## config.mk

```make
export PLATFORM = sky130hd
export DESIGN_NAME = round_robin_job_scheduler
export DESIGN_NICKNAME = d
export VERILOG_FILES = /design/src/sv/rrjs_pkg.sv /design/src/sv/rrjs_ram.sv /design/src/sv/rrjs_div.sv /design/src/sv/round_robin_job_scheduler.sv
export SDC_FILE = /design/constraint.sdc
export NUM_CORES = 1
export LEC_CHECK = 0
export ABC_AREA = 1
export BUFFER_PORTS_ARGS = -buffer_cell sky130_fd_sc_hd__buf_4
export CAP_MARGIN = 10
export CELL_PAD_IN_SITES_DETAIL_PLACEMENT = 2
export CELL_PAD_IN_SITES_GLOBAL_PLACEMENT = 2
export CORE_ASPECT_RATIO = 2
export CORE_MARGIN = 3
export CORE_UTILIZATION = 43
export CTS_CLUSTER_DIAMETER = 40
export DETAILED_ROUTE_END_ITERATION = 10
export PLACE_DENSITY_LB_ADDON = 0.1
export SETUP_SLACK_MARGIN = 0.02
export SKIP_CTS_REPAIR_TIMING = 1
export SLEW_MARGIN = 30
export SYNTH_ARGS = -nofsm -noshare
export SYNTH_HDL_FRONTEND = slang
export SYNTH_SLANG_ARGS = --single-unit
```

## constraint.sdc

```tcl
create_clock -name clk -period 7.1 [get_ports clk]
set_input_delay 0.71 -clock clk [delete_from_list [all_inputs] [get_ports clk]]
set_output_delay 0.71 -clock clk [all_outputs]
set_load 0.02 [all_outputs]
```

## src/sv/rrjs_pkg.sv

```systemverilog
// shared types, constants and register map of the round-robin job scheduler
package rrjs_pkg;

	localparam int unsigned QUEUE_DEPTH_DEF = 16;
	localparam int unsigned TIME_WIDTH_DEF  = 16;

	localparam logic       POLICY_RESET  = 1'b1;
	localparam logic [7:0] QUANTUM_RESET = 8'd4;

	localparam logic [23:0] WT_MAX = 24'hFFFFFF;

	// configuration register selects (paddr bit 2)
	localparam logic REG_POLICY  = 1'b0;
	localparam logic REG_QUANTUM = 1'b1;

	localparam logic POLICY_FCFS = 1'b0;

	typedef enum logic [1:0] {
		ST_FINISHED  = 2'd0,
		ST_DROP_FULL = 2'd1,
		ST_ZERO_SVC  = 2'd2
	} status_t;

	typedef enum logic [4:0] {
		S_IDLE = 5'b00001,
		S_TICK = 5'b00010,
		S_HEAD = 5'b00100,
		S_DIV  = 5'b01000,
		S_EMIT = 5'b10000
	} state_t;

endpackage

```

## src/sv/rrjs_ram.sv

```systemverilog
// generic single-port-write, single-port-read ram with registered read data
module rrjs_ram #(
	parameter int unsigned WIDTH = 8,
	parameter int unsigned DEPTH = 16
) (
	input  logic                     clk,
	input  logic                     we,
	input  logic [$clog2(DEPTH)-1:0] waddr,
	input  logic [WIDTH-1:0]         wdata,
	input  logic                     re,
	input  logic [$clog2(DEPTH)-1:0] raddr,
	output logic [WIDTH-1:0]         rdata
);

	logic [WIDTH-1:0] mem_q [DEPTH];
	logic [WIDTH-1:0] rdata_q;

	always_ff @(posedge clk) begin
		if (we) begin
			mem_q[waddr] <= wdata;
		end
		if (re) begin
			rdata_q <= mem_q[raddr];
		end
	end

	assign rdata = rdata_q;

endmodule

```

## src/sv/rrjs_div.sv

```systemverilog
// restoring divider, one quotient bit per cycle
module rrjs_div
	import rrjs_pkg::*;
#(
	parameter int unsigned NW = 24,
	parameter int unsigned DW = 16
) (
	input  logic          clk,
	input  logic          arst_n,
	input  logic          start,
	input  logic [NW-1:0] dividend,
	input  logic [DW-1:0] divisor,
	output logic          done,
	output logic [NW-1:0] quotient
);

	localparam int unsigned CNW = $clog2(NW + 1);

	logic [DW-1:0]  rem_q;
	logic [DW-1:0]  dvs_q;
	logic [NW-1:0]  quo_q;
	logic [CNW-1:0] cnt_q;
	logic           run_q;
	logic [DW:0]    trial;
	logic           take;

	assign trial = {rem_q, quo_q[NW-1]};
	assign take  = trial >= {1'b0, dvs_q};
	assign done  = run_q && (cnt_q == CNW'(1));

	always_ff @(posedge clk or negedge arst_n) begin
		if (!arst_n) begin
			run_q <= 1'b0;
			cnt_q <= '0;
		end else if (start) begin
			run_q <= 1'b1;
			cnt_q <= CNW'(NW);
		end else if (run_q) begin
			cnt_q <= cnt_q - CNW'(1);
			if (cnt_q == CNW'(1)) begin
				run_q <= 1'b0;
			end
		end
	end

	always_ff @(posedge clk) begin
		if (start) begin
			rem_q <= '0;
			dvs_q <= divisor;
			quo_q <= dividend;
		end else if (run_q) begin
			// a zero divisor always takes, giving an all-ones quotient
			rem_q <= take ? DW'(trial - {1'b0, dvs_q}) : trial[DW-1:0];
			quo_q <= {quo_q[NW-2:0], take};
		end
	end

	assign quotient = quo_q;

endmodule

```

## src/sv/round_robin_job_scheduler.sv

```systemverilog
// round-robin job scheduler: ring queue in ram, tick sequencer, apb registers
//
//  port group     dir  transfer when                    content
//  s_t*           in   s_tvalid & s_tready              job arrival and tick request
//  m_t*           out  m_tvalid & m_tready              finished or refused job
//  p* (apb)       in   psel & penable & pwrite & pready policy, quantum
//
// an item without a tick is taken in S_IDLE alone; a tick passes S_TICK and, on a
// non-empty queue, S_HEAD; a finishing tick goes on through S_DIV, where the serial
// divider forms the weighted turnover, and S_EMIT; a refusal goes to S_EMIT.
// the queue ram needs no clearing after reset, only occupied entries are read.
// a result waits in the output register; the next item is taken meanwhile and
// stalls only when it has a new result ready while the old one is still held.
module round_robin_job_scheduler
	import rrjs_pkg::*;
#(
	parameter int unsigned QUEUE_DEPTH = QUEUE_DEPTH_DEF,
	parameter int unsigned TIME_WIDTH  = TIME_WIDTH_DEF
) (
	input  logic        clk,
	input  logic        arst_n,
	// job_name[7:0], arrival[23:8], service[39:24], advance[40], zero pad
	input  logic [47:0] s_tdata,
	// new_job[0]
	input  logic [0:0]  s_tuser,
	input  logic        s_tvalid,
	output logic        s_tready,
	// done_name[7:0], done_arrival[23:8], done_service[39:24], finish_time[55:40],
	// turnover[71:56], weighted_turnover[95:72]
	output logic [95:0] m_tdata,
	// status[1:0]
	output logic [1:0]  m_tuser,
	output logic        m_tvalid,
	input  logic        m_tready,
	input  logic        psel,
	input  logic        penable,
	input  logic        pwrite,
	input  logic [2:0]  paddr,
	input  logic [31:0] pwdata,
	output logic [31:0] prdata,
	output logic        pready
);

	localparam int unsigned TW  = TIME_WIDTH;
	localparam int unsigned PW  = $clog2(QUEUE_DEPTH);
	localparam int unsigned CW  = $clog2(QUEUE_DEPTH + 1);
	localparam int unsigned EW  = 8 + 3 * TW;
	localparam int unsigned QW  = TW + 8;

	// ------------------------------------------------------------ registers
	logic       policy_q;
	logic [7:0] quantum_q;
	logic       cfg_wr;

	assign pready = 1'b1;
	assign cfg_wr = psel & penable & pwrite & pready;

	always_ff @(posedge clk or negedge arst_n) begin
		if (!arst_n) begin
			policy_q  <= POLICY_RESET;
			quantum_q <= QUANTUM_RESET;
		end else if (cfg_wr) begin
			if (paddr[2] == REG_POLICY) begin
				policy_q <= pwdata[0];
			end else begin
				quantum_q <= pwdata[7:0];
			end
		end
	end

	assign prdata = (paddr[2] == REG_QUANTUM) ? {24'b0, quantum_q} : {31'b0, policy_q};

	// ------------------------------------------------------------ input fields
	logic [7:0]  in_name;
	logic [15:0] in_arr;
	logic [15:0] in_svc;
	logic        in_adv;
	logic        in_new;
	logic [TW+15:0] in_arr_ext;
	logic [TW+15:0] in_svc_ext;

	assign in_name    = s_tdata[7:0];
	assign in_arr     = s_tdata[23:8];
	assign in_svc     = s_tdata[39:24];
	assign in_adv     = s_tdata[40];
	assign in_new     = s_tuser[0];
	assign in_arr_ext = {{TW{1'b0}}, in_arr};
	assign in_svc_ext = {{TW{1'b0}}, in_svc};

	// ------------------------------------------------------------ control state
	state_t         state_q;
	logic [PW-1:0]  head_q;
	logic [PW-1:0]  tail_q;
	logic [CW-1:0]  count_q;
	logic [TW-1:0]  tick_q;
	logic [7:0]     slice_q;

	logic accept;
	logic full;
	logic rej_zero;
	logic rej_full;
	logic admit;

	assign s_tready = (state_q == S_IDLE);
	assign accept   = s_tvalid & s_tready;
	assign full     = (count_q == CW'(QUEUE_DEPTH));
	assign rej_zero = in_new & (in_svc == 16'd0);
	assign rej_full = in_new & !rej_zero & full;
	assign admit    = accept & in_new & !rej_zero & !full;

	function automatic logic [PW-1:0] ring_next(input logic [PW-1:0] p);
		return (p == PW'(QUEUE_DEPTH - 1)) ? '0 : p + PW'(1);
	endfunction

	// ------------------------------------------------------------ queue ram
	logic          ram_we;
	logic [PW-1:0] ram_waddr;
	logic [EW-1:0] ram_wdata;
	logic          ram_re;
	logic [EW-1:0] ram_rdata;

	// head entry fields, valid in S_HEAD
	logic [7:0]    hd_name;
	logic [TW-1:0] hd_arr;
	logic [TW-1:0] hd_svc;
	logic [TW-1:0] hd_rem;
	logic [TW-1:0] rem_new;
	logic [7:0]    slice_new;
	logic          finish;
	logic          rotate;
	logic [TW-1:0] turn;
	logic [TW+15:0] arr_ext;
	logic [TW+15:0] svc_ext;
	logic [TW+15:0] tick_ext;
	logic [TW+15:0] turn_ext;

	assign hd_rem  = ram_rdata[TW-1:0];
	assign hd_svc  = ram_rdata[2*TW-1:TW];
	assign hd_arr  = ram_rdata[3*TW-1:2*TW];
	assign hd_name = ram_rdata[EW-1:3*TW];

	assign rem_new   = hd_rem - TW'(1);
	assign slice_new = (policy_q == POLICY_FCFS) ? slice_q : slice_q - 8'd1;
	assign finish    = (rem_new == '0);
	assign rotate    = !finish && (policy_q != POLICY_FCFS) && (slice_new == 8'd0);
	assign turn      = tick_q - hd_arr;
	assign arr_ext   = {16'b0, hd_arr};
	assign svc_ext   = {16'b0, hd_svc};
	assign tick_ext  = {16'b0, tick_q};
	assign turn_ext  = {16'b0, turn};

	always_comb begin
		ram_we    = 1'b0;
		ram_waddr = tail_q;
		ram_wdata = {in_name, in_arr_ext[TW-1:0], in_svc_ext[TW-1:0], in_svc_ext[TW-1:0]};
		if (admit) begin
			ram_we = 1'b1;
		end else if (state_q == S_HEAD && !finish) begin
			// rotation moves the updated entry to the tail, else write back in place
			ram_we    = 1'b1;
			ram_waddr = rotate ? tail_q : head_q;
			ram_wdata = {ram_rdata[EW-1:TW], rem_new};
		end
	end

	assign ram_re = (state_q == S_TICK) && (count_q != '0);

	rrjs_ram #(
		.WIDTH (EW),
		.DEPTH (QUEUE_DEPTH)
	) u_ram (
		.clk   (clk),
		.we    (ram_we),
		.waddr (ram_waddr),
		.wdata (ram_wdata),
		.re    (ram_re),
		.raddr (head_q),
		.rdata (ram_rdata)
	);

	// ------------------------------------------------------------ divider
	logic          div_start;
	logic          div_done;
	logic [QW-1:0] div_quo;

	assign div_start = (state_q == S_HEAD) && finish;

	rrjs_div #(
		.NW (QW),
		.DW (TW)
	) u_div (
		.clk      (clk),
		.arst_n   (arst_n),
		.start    (div_start),
		.dividend ({turn, 8'b0}),
		.divisor  (hd_svc),
		.done     (div_done),
		.quotient (div_quo)
	);

	// ------------------------------------------------------------ sequencer
	logic out_free;

	assign out_free = !m_tvalid | m_tready;

	always_ff @(posedge clk or negedge arst_n) begin
		if (!arst_n) begin
			state_q <= S_IDLE;
			head_q  <= '0;
			tail_q  <= '0;
			count_q <= '0;
			tick_q  <= '0;
			slice_q <= QUANTUM_RESET;
		end else begin
			if (cfg_wr && paddr[2] == REG_QUANTUM) begin
				slice_q <= pwdata[7:0];
			end
			unique case (state_q)
				S_IDLE: begin
					if (accept) begin
						if (admit) begin
							tail_q  <= ring_next(tail_q);
							count_q <= count_q + CW'(1);
						end
						if (rej_zero || rej_full) begin
							state_q <= S_EMIT;
						end else if (in_adv) begin
							state_q <= S_TICK;
						end
					end
				end
				S_TICK: begin
					tick_q  <= tick_q + TW'(1);
					state_q <= (count_q != '0) ? S_HEAD : S_IDLE;
				end
				S_HEAD: begin
					slice_q <= slice_new;
					if (finish) begin
						head_q  <= ring_next(head_q);
						count_q <= count_q - CW'(1);
						slice_q <= quantum_q;
						state_q <= S_DIV;
					end else begin
						if (rotate) begin
							head_q  <= ring_next(head_q);
							tail_q  <= ring_next(tail_q);
							slice_q <= quantum_q;
						end
						state_q <= S_IDLE;
					end
				end
				S_DIV: begin
					if (div_done) begin
						state_q <= S_EMIT;
					end
				end
				S_EMIT: begin
					if (out_free) begin
						state_q <= S_IDLE;
					end
				end
				default: begin
					state_q <= S_IDLE;
				end
			endcase
		end
	end

	// ------------------------------------------------------------ result staging
	status_t     res_status_q;
	logic [7:0]  res_name_q;
	logic [15:0] res_arr_q;
	logic [15:0] res_svc_q;
	logic [15:0] res_fin_q;
	logic [15:0] res_turn_q;
	logic        res_svc_zero_q;

	always_ff @(posedge clk) begin
		if (accept) begin
			res_status_q   <= rej_zero ? ST_ZERO_SVC : ST_DROP_FULL;
			res_name_q     <= in_name;
			res_arr_q      <= in_arr;
			res_svc_q      <= in_svc;
			res_fin_q      <= '0;
			res_turn_q     <= '0;
			res_svc_zero_q <= 1'b0;
		end else if (div_start) begin
			res_status_q   <= ST_FINISHED;
			res_name_q     <= hd_name;
			res_arr_q      <= arr_ext[15:0];
			res_svc_q      <= svc_ext[15:0];
			res_fin_q      <= tick_ext[15:0];
			res_turn_q     <= turn_ext[15:0];
			res_svc_zero_q <= (hd_svc == '0);
		end
	end

	// saturate the quotient to 24 bits
	logic [QW+23:0] quo_ext;
	logic [23:0]    wt;

	assign quo_ext = {24'b0, div_quo};

	always_comb begin
		if (res_status_q != ST_FINISHED) begin
			wt = '0;
		end else if (res_svc_zero_q || quo_ext > {{QW{1'b0}}, WT_MAX}) begin
			wt = WT_MAX;
		end else begin
			wt = quo_ext[23:0];
		end
	end

	// ------------------------------------------------------------ output register
	logic        m_tvalid_q;
	logic [95:0] m_tdata_q;
	logic [1:0]  m_tuser_q;
	logic        load_out;

	assign load_out = (state_q == S_EMIT) && out_free;

	always_ff @(posedge clk or negedge arst_n) begin
		if (!arst_n) begin
			m_tvalid_q <= 1'b0;
		end else if (load_out) begin
			m_tvalid_q <= 1'b1;
		end else if (m_tready) begin
			m_tvalid_q <= 1'b0;
		end
	end

	always_ff @(posedge clk) begin
		if (load_out) begin
			m_tdata_q <= {wt, res_turn_q, res_fin_q, res_svc_q, res_arr_q, res_name_q};
			m_tuser_q <= res_status_q;
		end
	end

	assign m_tvalid = m_tvalid_q;
	assign m_tdata  = m_tdata_q;
	assign m_tuser  = m_tuser_q;

endmodule

```

==> impl_metrics.yaml, run 1 <==
run_status:
  status: "finished, final reports clean"
sta:
  clock.fmax_mhz: 219
  relSlewSlack: 0.325
  fin_crit_sh: 0.642
  hold_ws_ps: 59.4
  hold_viol_final: 0
  setup_tns_ps: 0
  fin_skew_ps: 30.1
  tightestPinTransition_ps: 1010
  layout_min_cycle_time_ps: 4560
  slew_viol_final: 0
  setup_viol: 0
  worst_slack_ps: 2540
  rsz0062_at_grt: "no"
clock_network:
  clock_latency_ps: 760
  ctsHtreeMaxLevel: 4
  clk_pin_slew_ps: 70
  numCtsBuffers: 136
  cts_tree: "done"
  cts-root-buf: "clkbuf_16"
  clockBufferDepth: 3
  cts_sinks: 1239
logic_synthesis:
  synthTopCellsByArea: "edfxtp_1 (67%), o21ai_0 (5.8%), nor2_1 (4.2%), nand2_1 (3.7%), dfrtp_1 (2.7%)"
  yosysMostFrequentCell: "edfxtp_1"
  syn_area_per_cell_um2: 12.2
  ys_seq_area_frac: 0.718
  synthFlopType: "edfxtp_1"
  synthArstFlopShare: 0.0468
  yosys_register_bits: 1239
  synth_cell_types: 56
  netlist_area_um2: 50700
  yosys_warnings: 0
  synth_edf_count: 1124
  synth_largest_area_cell: "edfxtp_1"
  synth_cells: 4146
  ys_top_cells_by_count: "edfxtp_1 (1,124), o21ai_0 (583), nor2_1 (566)"
  synth_top_area_share: 0.666
pwr:
  vdd_ir_drop_max_mv: 0.236
  power_mw: 17.5
  leakage_nw: 21.0
  p_per_area_nw_per_um2: 301
grt:
  track_usage: 0.281
  grt_pass1_vias: 38700
  antenna_found_initial: 3
  grt_max_degree: 187
  gr-total-overflow: 0
  grt_pass1_wl_um: 256000
drt:
  drt_iter0_drc: 2475
  wl_per_cell_um: 29.1
  drtAntennaViolNets: 0
  vias: 34600
  first_pass_iters: 5
  avgViaCountPerCell: 5.84
  drt_wl_total_um: 173000
  drcViolationCount: 0
die:
  num_rows: 177
  initial_core_util: 0.434
  ios: 224
  die_height_um: 491
  coreArea_um2: 117000
  die_w_um: 249
  die_area_um2: 122000
final_layout:
  drive_above_1_share: 0.135
  final_nets: 4436
  final_cell_area_um2: 58300
  finish.utilization: 0.499
  area_growth_pct: 15.0
  fin_cells: 5930
critical_path:
  path_class: "reg2reg"
  startpoint_type: "flip-flop"
  end_kind: "flip-flop"
  arrival_ps: 4990
  r2r_cells: 16
  cp.required_ps: 7530
  cp_max_fo: 44
worst_hold_path:
  hold_path.class: "in2async"
place:
  post-place-cells: 5680
  gp_congestion: 0.785
  place_area_um2: 53700
  port_buffers: 165
  hpwlAfterDp_um: 105000
  dp_worst_setup_slack_ps: 2420
job:
  drv_cap: 0
-- layout by cell type, fill, tap and decap left out, drive strengths merged, types with 2 or more instances in the layout --
master and instances:
edfxtp 1124, o21ai 623, nor2 580, nand2 535
inv 249, buf 246, nand3 166, clkbuf 160
o22ai 141, o221ai 88, a21oi 71, dfxtp 57
dfrtp 54, clkinv 53, ha 42, xor2 35
nand4 28, o211ai 26, conb 25, nor3 18
xnor2 14, nor4 12, clkinvlp 10, nand3b 9
bufinv 9, o21bai 7, or2 5, dfstp 4
o31ai 3, a21o 3, fa 3, diode 2
o21a 2
-- cell type report --
cell class / count / area [um^2]
antenna: 2 / 5.00
clock buffer: 160 / 3700
clock inverter: 85 / 781
fill: 11400 / 58400
inverter: 236 / 907
multi-input combinational: 2441 / 12600
sequential: 1239 / 36400
tap: 1521 / 1900
timing repair buffer: 246 / 2020
-- final timing paths --
| kind | start | to | slack (ps) |
|---|---|---|---|
| min reg2reg | res_svc_q[1] | m_tdata[25] | 420 |
| min in group clk | pwdata[7] | quantum_q[7] | 210 |
| max | u_ram.rdata[0] | u_ram.mem_q[14][28] | 2540 |
| max in group asynchronous | arst_n | u_div.run_q | 6360 |
| min | arst_n | quantum_q[3] | 60 |
| max reg2reg | u_ram.rdata[0] | u_ram.mem_q[14][28] | 2540 |
-- power breakdown --
part | internal, mW | total [mW] | switching [mW]
clock | 4.10 | 7.18 | 3.08
combinational | 0.424 | 1.64 | 1.22
sequential | 8.50 | 8.70 | 0.195
total | 13.0 | 17.5 | 4.49
-- registers in the layout, indices dropped and copies added (netlist names), 5 cells and up --
| register | cells |
|---|---|
| m_tdata | 96 |
| res_name_q | 8 |
| quantum_q | 8 |
| res_svc_q | 16 |
| res_turn_q | 16 |
| u_ram.rdata | 56 |
| slice_q | 8 |
| u_div.dvs_q | 16 |
| count_q | 5 |
| state_q | 5 |
| u_div.quotient | 24 |
| res_arr_q | 16 |
| u_ram.mem_q | 896 |
| u_div.cnt_q | 5 |
| res_fin_q | 16 |
| u_div.rem_q | 16 |
| tick_q | 16 |
-- metal layers --
| metal | GRT usage | share of wire | vias up |
|---|---|---|---|
| met1 | 0.320 | 0.38 | 18200 |
| met3 | 0.0363 | 0.039 | 327 |
| met2 | 0.533 | 0.55 | 924 |
| met5 | 0 | 0 | - |
| met4 | 0.102 | 0.036 | 0 |
| li1 | - | - | 15200 |
-- cells by family (layout without fill, tap and decap cells) --
group	after synthesis	after routing	share of synthesized area
AO/OA/AOI/OAI	967	967	0.109
XOR/XNOR	49	49	0.00862
adder cells (fa/ha/maj)	45	45	0.0116
buffers and inverters	489	727	0.0401
flip-flops	1239	1239	0.718
other	2	27	0.000148
AND/OR/NAND/NOR	1355	1355	0.113
-- critical path: stages (launching register included) --
cell and delay [ps]:
edfxtp_1 450, inv_1 130, ha_1 230, nand2_2 140, nor2_2 210, nand3_1 120, nand2_2 130, nor2_1 70
nand2_1 110, nor2_4 50, nand2_4 200, nand2_4 370, nand2_2 280, nand3_2 270, nor2_4 570, buf_4 540
buf_12 290
Note: power is estimated with default switching activity, not from simulation.
==> run 2, diff against run 1 <==
- clock period: 7.1 -> 4.4 ns (I/O delays scaled with it)
==> impl_metrics.yaml, run 2 (synthesis results as in run 1) <==
critical_path:
  cp_max_fo: 12
  arrival_ps: 4410
  cp-endpoint: "u_ram.mem_q[5][38]"
  cp.depth: 17
  crit_chain: "inv_1 -> ha_1 -> nand2_2 -> nor2_4 -> nand2_1 -> nand2_1 -> nand2_1 -> nor2_2 -> nand2_1 -> nor2_4 -> nand2_4 -> nand3_4 -> nand2_2 -> o21ai_2 -> nand2_2 -> nor2_4 -> buf_4"
  r2r-start: "u_ram.rdata[0]"
  cp.required_ps: 4850
  timing.rr.end: "u_ram.mem_q[5][38]"
  cpPeakStageDelay_ps: 580
  critPathTopFamily: "simple AND/OR/NAND/NOR gates"
  cp-startpoint: "u_ram.rdata[0]"
  path_buf_inv: 2
  cp_common_cell: "nand2_1"
  reg2reg_slack_ps: 430
  end_kind: "flip-flop"
  path_class: "reg2reg"
  critPathSlowestCell: "nor2_4"
  r2r_cells: 17
  startpoint_type: "flip-flop"
sta:
  hold_ws_ps: 9.03
  worst_slack_ps: 432
  setup_tns_ps: 0
  fin_skew_ps: 27.6
  tightestPinTransition_ps: 987
  fin_crit_sh: 0.902
  layout_min_cycle_time_ps: 3970
  setup_viol: 0
  hold_viol_final: 0
  slew_viol_final: 0
  rsz0062_at_grt: "no"
  relSlewSlack: 0.342
  clock.fmax_mhz: 252
clock_network:
  clockBufferDepth: 3
  clock_latency_ps: 760
  cts_sinks: 1239
  ctsHtreeMaxLevel: 4
  clk_pin_slew_ps: 60
  numCtsBuffers: 134
  cts_tree: "done"
  cts-root-buf: "clkbuf_16"
place:
  hpwlAfterDp_um: 112000
  place_area_um2: 54100
  post-place-cells: 5716
  gp_congestion: 0.822
  dp_worst_setup_slack_ps: 597
  port_buffers: 165
pwr:
  switching_power_mw: 7.16
  clkPwrFrac: 0.403
  pwr-share-seq: 0.499
  intPower_mw: 20.9
  leakage_nw: 21.2
  combPwrFrac: 0.097
  swShare: 0.255
  power_mw: 28.1
  p_per_area_nw_per_um2: 480
  vdd_ir_drop_max_mv: 0.422
final_layout:
  top_register: "u_ram.mem_q"
  final_nets: 4478
  area_growth_pct: 15.6
  final_common_cell: "edfxtp_1"
  largest_register_ffs: 896
  final_cell_area_um2: 58600
  fin_cells: 5964
  drive_above_1_share: 0.135
  finish.utilization: 0.502
  final_cell_mix: "edfxtp_1 (1,124), o21ai_0 (577), nor2_1 (548)"
die:
  die_height_um: 491
  coreArea_um2: 117000
  ios: 224
  die_w_um: 249
  num_rows: 177
  initial_core_util: 0.434
  die_area_um2: 122000
worst_hold_path:
  hold_path.class: "in2reg"
grt:
  grt_pass1_wl_um: 260000
  grt_pass1_vias: 39400
  gr-total-overflow: 0
  track_usage: 0.286
  grt_max_degree: 183
  antenna_found_initial: 4
drt:
  drt_iter0_drc: 2423
  drcViolationCount: 0
  vias: 35100
  first_pass_iters: 5
  drt_wl_total_um: 176000
  drtAntennaViolNets: 0
  avgViaCountPerCell: 5.88
  wl_per_cell_um: 29.4
run_status:
  status: "finished, final reports clean"
job:
  drv_cap: 0
==> run 2: cell count changes in the layout (fill, tap and decap cells not counted), sizes merged <==
cell	change
buf	+33
clkbuf	+13
bufinv	+1
dlygate4sd3	+11
clkinv	-22
clkinvlp	-2
==> run 2: layout make-up <==
cell class              count  area (um^2)
fillers                 11300        58100
flip-flops and latches   1239        36400
multi-input cells        2441        12500
clock buffers             173         3660
repair buffers            290         2530
well taps                1521         1900
inverters                 236          907
clock inverters            62          668
diodes                      2         5.00
==> run 2: layer usage <==
metal,GRT usage,up-vias,wire (um)
met4,0.140,2,9090
met2,0.535,1007,94900
li1,-,15200,-
met1,0.318,18400,64900
met3,0.0375,420,6650
met5,0,-,17
==> run 2: how the worst min path moves through the flow <==
stage                              from            end  depth (start not counted)
final                       s_tdata[12]   res_arr_q[4]                          3
after global routing         s_tdata[5]  res_name_q[5]                          3
after CTS                        arst_n   quantum_q[7]                          1
after detailed placement  res_svc_q[15]    m_tdata[39]                          0
after global placement     res_svc_q[3]    m_tdata[27]                          0
after floorplan                  arst_n     count_q[0]                          0
==> run 2: worst min-delay path, stage by stage <==
cell and delay (ps):
buf_4 90, nand2_1 50, o21ai_0 60
==> run 2: power by group through the flow <==
stage | Sequential [mW] | Combinational [mW] | Clock (mW)
floorplan | 14.3 | 1.35 | 0
global placement | 14.2 | 2.57 | 0
detailed placement | 14.3 | 2.70 | 0
CTS | 14.0 | 2.75 | 11.5
global route | 14.1 | 2.96 | 12.0
finish | 14.0 | 2.73 | 11.3
